--- config.mk ---
export PLATFORM = sky130hd
export DESIGN_NAME = nmv_out_fifo
export DESIGN_NICKNAME = d
export VERILOG_FILES = /design/src/hdl/nmv_pkg.sv /design/src/hdl/nmv_out_fifo.sv
export SDC_FILE = /design/constraint.sdc
export NUM_CORES = 1
export LEC_CHECK = 0
export ABC_AREA = 1
export CORE_UTILIZATION = 26
export CTS_BUF_LIST = sky130_fd_sc_hd__clkbuf_2 sky130_fd_sc_hd__clkbuf_4 sky130_fd_sc_hd__clkbuf_8
export DETAILED_ROUTE_END_ITERATION = 8
export DONT_BUFFER_PORTS = 1
export GPL_ROUTABILITY_DRIVEN = 0
export MAX_ROUTING_LAYER = met4
export PLACE_DENSITY_LB_ADDON = 0.3
export SLEW_MARGIN = 10
export SYNTH_ARGS = -nofsm -noshare
export SYNTH_HDL_FRONTEND = slang
export SYNTH_SLANG_ARGS = --single-unit
--- constraint.sdc ---
create_clock -name clk -period 2 [get_ports clk]
set_clock_uncertainty 0.2 [all_clocks]
set_input_delay 0.4 -clock clk [delete_from_list [all_inputs] [get_ports clk]]
set_output_delay 0.4 -clock clk [all_outputs]
set_load 0.01 [all_outputs]
--- src/hdl/nmv_pkg.sv ---
// ----------------------------------------------------------------------------
// nmv_pkg
// sizes, codes and shared types of the neighbor majority vote block
// ----------------------------------------------------------------------------
package nmv_pkg;

    localparam int MAX_ENTITIES = 4096;
    localparam int MAX_LABELS   = 64;
    localparam int MAX_GROUP    = 4096;

    localparam int ENT_W = $clog2(MAX_ENTITIES);
    localparam int LAB_W = $clog2(MAX_LABELS);
    localparam int CNT_W = $clog2(MAX_GROUP + 1);
    localparam int REF_W = 14;

    localparam int FIFO_DEPTH = 4;
    localparam int FIFO_PTR_W = $clog2(FIFO_DEPTH);
    localparam int FIFO_CNT_W = $clog2(FIFO_DEPTH + 1);
    localparam int CREDIT_W   = FIFO_CNT_W + 1;

    localparam logic KIND_LOAD = 1'b0;
    localparam logic KIND_REF  = 1'b1;

    // one access per cycle to the label table
    typedef struct packed {
        logic             wr_en;
        logic             rd_en;
        logic [ENT_W-1:0] addr;
        logic [LAB_W-1:0] wr_data;
    } tbl_req_t;

    // write port of the count memory
    typedef struct packed {
        logic             en;
        logic [LAB_W-1:0] addr;
        logic [CNT_W-1:0] data;
    } cnt_wr_t;

endpackage

--- src/hdl/nmv_out_fifo.sv ---
// ----------------------------------------------------------------------------
// nmv_out_fifo
// small queue of finished words in front of the output channel
// ----------------------------------------------------------------------------
module nmv_out_fifo
    import nmv_pkg::*;
(
    input  logic                  clk,
    input  logic                  rst_n,
    input  logic                  push,
    input  logic [LAB_W-1:0]      push_data,
    output logic                  out_valid,
    input  logic                  out_ready,
    output logic [LAB_W-1:0]      winner_label,
    output logic [FIFO_CNT_W-1:0] fill
);

    logic [LAB_W-1:0]      buf_mem [FIFO_DEPTH];
    logic [FIFO_PTR_W-1:0] wr_ptr_reg, wr_ptr_next;
    logic [FIFO_PTR_W-1:0] rd_ptr_reg, rd_ptr_next;
    logic [FIFO_CNT_W-1:0] cnt_reg, cnt_next;
    logic                  pop;

    assign out_valid    = (cnt_reg != '0);
    assign winner_label = buf_mem[rd_ptr_reg];
    assign fill         = cnt_reg;
    assign pop          = out_valid && out_ready;

    always_comb
    begin
        wr_ptr_next = push ? wr_ptr_reg + 1'b1 : wr_ptr_reg;
        rd_ptr_next = pop ? rd_ptr_reg + 1'b1 : rd_ptr_reg;
        cnt_next    = cnt_reg;
        if (push && !pop)
        begin
            cnt_next = cnt_reg + 1'b1;
        end
        else if (pop && !push)
        begin
            cnt_next = cnt_reg - 1'b1;
        end
    end

    always_ff @(posedge clk or negedge rst_n)
    begin
        if (!rst_n)
        begin
            wr_ptr_reg <= '0;
            rd_ptr_reg <= '0;
            cnt_reg    <= '0;
        end
        else
        begin
            wr_ptr_reg <= wr_ptr_next;
            rd_ptr_reg <= rd_ptr_next;
            cnt_reg    <= cnt_next;
        end
    end

    always_ff @(posedge clk)
    begin
        if (push)
        begin
            buf_mem[wr_ptr_reg] <= push_data;
        end
    end

endmodule

# Yosys cells after proc, flatten, opt, wreduce, memory -nomap -nowiden
# Memories as Yosys holds them, arrays and structs flattened.
# Index checks and enable logic that the tools add are counted.
# Widths: inputs -> output; s select.
dict set report op_classes {
  n_addsub 4
  n_mux 4
  n_reduce_logical 7
}
# operator count
set op_table {}
lappend op_table {{$mux 3} 2}
lappend op_table {{$add 2x1->2 const B} 2}
lappend op_table {{$add 3x1->3 const B} 1}
lappend op_table {{$logic_and 1x1->1} 3}
lappend op_table {{$reduce_bool 3->1} 1}
lappend op_table {{$sub 3x1->3 const B} 1}
lappend op_table {{$logic_not 1->1} 2}
lappend op_table {{$mux 1} 2}
lappend op_table {{$reduce_bool 2->1} 1}
dict set report totals {
  ff_bits 7
  ram_bits 24
  inputBits 10
  output_inout_bits 10
  word_cells 19
  memories 1
}
# name words word_bits read_ports rd_clocked_by_memory_dff wr line_no
set mem_list {}
lappend mem_list {buf_mem 4 6 1 0 1 nmv_out_fifo.sv:18} ;# logic [LAB_W-1:0] buf_mem [FIFO_DEPTH];

# Depth between registers and ports, before layout
dict set report logic_depth {
  ltp_word 5
  ltp_mapped 11
  depth_no_buf 11
}

# Worst setup path before layout
# Ideal clock, no wire load.
dict set report synth_path {
  kind {register -> register}
  startpoint {register cnt_reg[0] (netlist: fill[0])}
  endpoint {register cnt_reg[2] (netlist: fill[2])}
  setup_time_ns 0.117
  arrival_ns 1.615
  required_ns 1.683
  path_slack_ns 0.068
  path_stages_with_launch 11
  n_path_buf 0
  period_less_slack_ns 1.932
  path_cell_list {dfrtp_1 -> nor2_1 -> nand2_1 -> nand2_1 -> ha_1 -> inv_1 -> fa_1 -> nand2_1 -> nand3_1 -> nand2_1 -> nand2_1}
}
dict set report synth_between {
  elab_chain_cells 5
}
# item line_no
set synth_lines {}
lappend synth_lines {{start, declared} nmv_out_fifo.sv:21} ;# logic [FIFO_CNT_W-1:0] cnt_reg, cnt_next;
lappend synth_lines {{start signal, assigned} nmv_out_fifo.sv:56} ;# cnt_reg <= cnt_next;
lappend synth_lines {{$reduce_bool 3->1 *} nmv_out_fifo.sv:24} ;# assign out_valid = (cnt_reg != '0);
lappend synth_lines {{net out_valid} nmv_out_fifo.sv:12} ;# output logic out_valid,
lappend synth_lines {{$logic_and 1x1->1 *} nmv_out_fifo.sv:27} ;# assign pop = out_valid && out_ready;
lappend synth_lines {{$logic_not 1->1} nmv_out_fifo.sv:34} ;# if (push && !pop)
lappend synth_lines {{$logic_and 1x1->1} nmv_out_fifo.sv:34}
lappend synth_lines {{$mux 3 or $reduce_bool 2->1 (tied branches)} -}
# The timed path passes the listed nets; every way through them passes the cells marked *. The select of a mux whose other input is x is not followed.
# A chain may end at the register's enable or synchronous reset.

# Worst setup path after layout
dict set report layout_path {
  startpoint {register rd_ptr_reg[0]}
  endpoint {output port winner_label[2]}
}
dict set report layout_between {
  elab_chain_cells 1
}
# item line_no
set layout_lines {}
lappend layout_lines {{start, declared} nmv_out_fifo.sv:20} ;# logic [FIFO_PTR_W-1:0] rd_ptr_reg, rd_ptr_next;
lappend layout_lines {{start signal, assigned} nmv_out_fifo.sv:55} ;# rd_ptr_reg <= rd_ptr_next;
lappend layout_lines {{$mem_v2 4x6} -}
lappend layout_lines {{end, declared} nmv_out_fifo.sv:14} ;# output logic [LAB_W-1:0] winner_label,
# Every way passes these cells.

==> results_dict.tcl <==
set metrics [dict create \
    final_period_minus_worst_setup_slack_ns 1.84 \
    netlist_top_cells_count "38 x sky130_fd_sc_hd__nand2_1, 24 x sky130_fd_sc_hd__edfxtp_1, 23 x sky130_fd_sc_hd__inv_1" \
    area_delta_synth_final_pct 19.9 \
    start_util 0.271 \
    yosysWarningCount 0 \
    hp-class "input port to flip-flop" \
    yosys_register_bits 31 \
    synth_cells 124 \
    route.antenna.remaining_nets 0 \
    top_level_ports 20 \
    timing.setup.tns_ns 0 \
    timing.max_slew.rel_slack 0.773 \
    numClockSinks 31 \
    globalRouteOverflowTotal 0 \
    die_y_um 75.0 \
    p_leak_nw 0.733 \
    synthesis.area_per_instance_sq_um 11.2 \
    clk_latency_ns 0.27 \
    routed_met2_length_mm 1.22 \
    max_ffs_per_register 24 \
    timing.final.max_slew_violations 0 \
    hold-worst-slack_ns 0.0416 \
    routed_via_density 4.06 \
    ys_async_sr_fraction 0.226 \
    wirelength_met1_mm 1.13 \
    cts_buffers 5 \
    clockBufferDepth 2 \
    htree_levels 2 \
    finish.net_count 155 \
    fp.coreArea_sq_mm 0.00511 \
    power_per_cell_area_mw_per_mm2 1410 \
    worstPathArrival_ns 1.24 \
    synth_most_common_cell "sky130_fd_sc_hd__nand2_1" \
    number_of_enable_type_register_cells_in_the_synthesized_netlist 24 \
    final_hold_viols 0 \
    floorplan.die_area_sq_mm 0.00562 \
    netlist.area_leader.share 0.520 \
    postSynthNetCount 140 \
    place_hpwl_mm 1.75 \
    grt.total_usage 0.0975 \
    fin_crit_sh 0.919 \
    vdd_ir_drop_max_uv 755 \
    antenna_found_initial 0 \
    cp_max_fo 25 \
    area_of_the_mapped_netlist_sq_mm 0.00139 \
    grt_max_degree 26 \
    endpoint_kind "primary output" \
    status "completed" \
    first_pass_iters 4 \
    clkTransAtPathRegs_ns 0.06 \
    worstPathRequired_ns 1.40 \
    totalWireLength_mm 2.49 \
    report.final.setup_viol 0 \
    synthDominantAreaCellType "sky130_fd_sc_hd__edfxtp_1" \
    met3_length_um 115 \
    num-fill-cells 520 \
    multiInputGateArea_sq_um 363 \
    clockRootBuffer "sky130_fd_sc_hd__clkbuf_8" \
    route.vias.total 852 \
    tightestPinTransition_ns 0.340 \
    largest_register "buf_mem" \
    first_global_vias 748 \
    port-buffer-count 0 \
    cts_tree "built" \
    antenna-diode-count 0 \
    placement_rows 26 \
    fmax_mhz 544 \
    drt-initial-drc-count 48 \
    synth_ff_type "sky130_fd_sc_hd__edfxtp_1" \
    wire_length_of_the_first_global_routing_pass_mm 3.62 \
    share_of_the_yosys_chip_area_belonging_to_registers 0.647 \
    launching_element_type_of_the_critical_path "flip-flop" \
    crit_type "flip-flop to primary output" \
    drc 0 \
    post_synth_main_area_contributors "sky130_fd_sc_hd__edfxtp_1 52%, sky130_fd_sc_hd__dfrtp_1 13%, sky130_fd_sc_hd__nand2_1 10%" \
    drv.max_cap_violation_count 0 \
    number_of_distinct_library_cell_variants_in_the_gate_level_netlist_after_synthesis 17 \
    seq_area_sq_um 896 \
    final_layout_size_suffix_gt1_frac 0.0929 \
    die_width_um 75.0 \
    setup_repair_after_global_routing_missed_its_margin "no" \
    routed_wire_length_per_instance_um 11.9 \
    highest-signal-layer "met4" \
]
power by group:
part           switching, W  total (W)  internal, W
logic              0.000516   0.000785     0.000269
registers         0.0000947   0.000965     0.000870
clock network      0.000223   0.000587     0.000364
layout make-up:
class                   instances  share of cell area
inverters                      25              0.0580
flip-flops and latches         31               0.540
well taps                      70              0.0528
clock buffers                   5              0.0414
multi-input cells              64               0.219
repair buffers                 12              0.0663
clock inverters                 3              0.0234
kinds of logic (layout without fill, tap and decap cells):
group | Yosys count | count (layout) | share of synthesized area
xor+xnor | 2 | 2 | 0.0126
fa+ha+maj | 6 | 6 | 0.0596
flops | 31 | 31 | 0.647
buf+inv | 29 | 45 | 0.0912
simple gates | 43 | 43 | 0.121
compound gates | 13 | 13 | 0.0687
worst max-delay path, stage by stage (launching register included):
cell and delay, ns:
sky130_fd_sc_hd__dfrtp_1 0.43, sky130_fd_sc_hd__inv_4 0.22, sky130_fd_sc_hd__nand2_1 0.08, sky130_fd_sc_hd__o211ai_1 0.10, sky130_fd_sc_hd__nand2_1 0.14
worst paths after layout:
check                               from               to  slack, ns  cells past startpoint
max                        rd_ptr_reg[0]  winner_label[2]       0.16                      4
min                                 push    wr_ptr_reg[1]       0.04                      1
max reg2reg                      fill[0]          fill[2]       0.16                     10
min reg2reg                wr_ptr_reg[0]    wr_ptr_reg[0]       0.33                      1
max in group asynchronous          rst_n    rd_ptr_reg[1]       1.09                      1
min in group asynchronous          rst_n          fill[0]       0.26                      1
layout by cell type, fill, tap and decap left out:
cell,count
sky130_fd_sc_hd__xnor2_1,1
sky130_fd_sc_hd__fa_1,1
sky130_fd_sc_hd__clkinv_2,1
sky130_fd_sc_hd__buf_4,4
sky130_fd_sc_hd__edfxtp_1,24
sky130_fd_sc_hd__bufinv_16,1
sky130_fd_sc_hd__nor2_1,1
sky130_fd_sc_hd__dfrtp_1,7
sky130_fd_sc_hd__inv_2,1
sky130_fd_sc_hd__o21ai_0,1
sky130_fd_sc_hd__inv_4,1
sky130_fd_sc_hd__dlygate4sd3_1,8
sky130_fd_sc_hd__ha_1,5
sky130_fd_sc_hd__nand4_1,1
sky130_fd_sc_hd__inv_1,23
sky130_fd_sc_hd__o211ai_1,12
sky130_fd_sc_hd__clkbuf_8,5
sky130_fd_sc_hd__nand3_1,3
sky130_fd_sc_hd__clkinv_1,1
sky130_fd_sc_hd__nand2_1,38
sky130_fd_sc_hd__xor2_1,1
per-layer routing:
layer | up-vias | global-route usage
met5 | - | -
li1 | 433 | -
met4 | 0 | 0.0377
met2 | 18 | 0.160
met3 | 4 | 0.0535
met1 | 397 | 0.0964
timing repair:
| item | CTS | global route |
|---|---|---|
| hold buffers | 1 | 7 |
| setup endpoints to repair | 0 | 6 |
| hold endpoints to repair | 7 | 25 |
| setup buffers | 0 | 0 |
| gates resized for setup | 0 | 2 |
metrics by stage:
stage                     utilization  area, sq um  cells  total power [W]  worst slack [ns]
after floorplan                     -         1390    124          0.00156            0.0683
after global placement          0.288         1470    194          0.00171             0.258
after detailed placement        0.288         1470    194          0.00175             0.200
after CTS                       0.311         1590    203          0.00235            0.0301
after global routing            0.325         1660    210          0.00249           0.00787
final                           0.325         1660    210          0.00234             0.161
No activity file was read; power rests on OpenSTA's default activity.
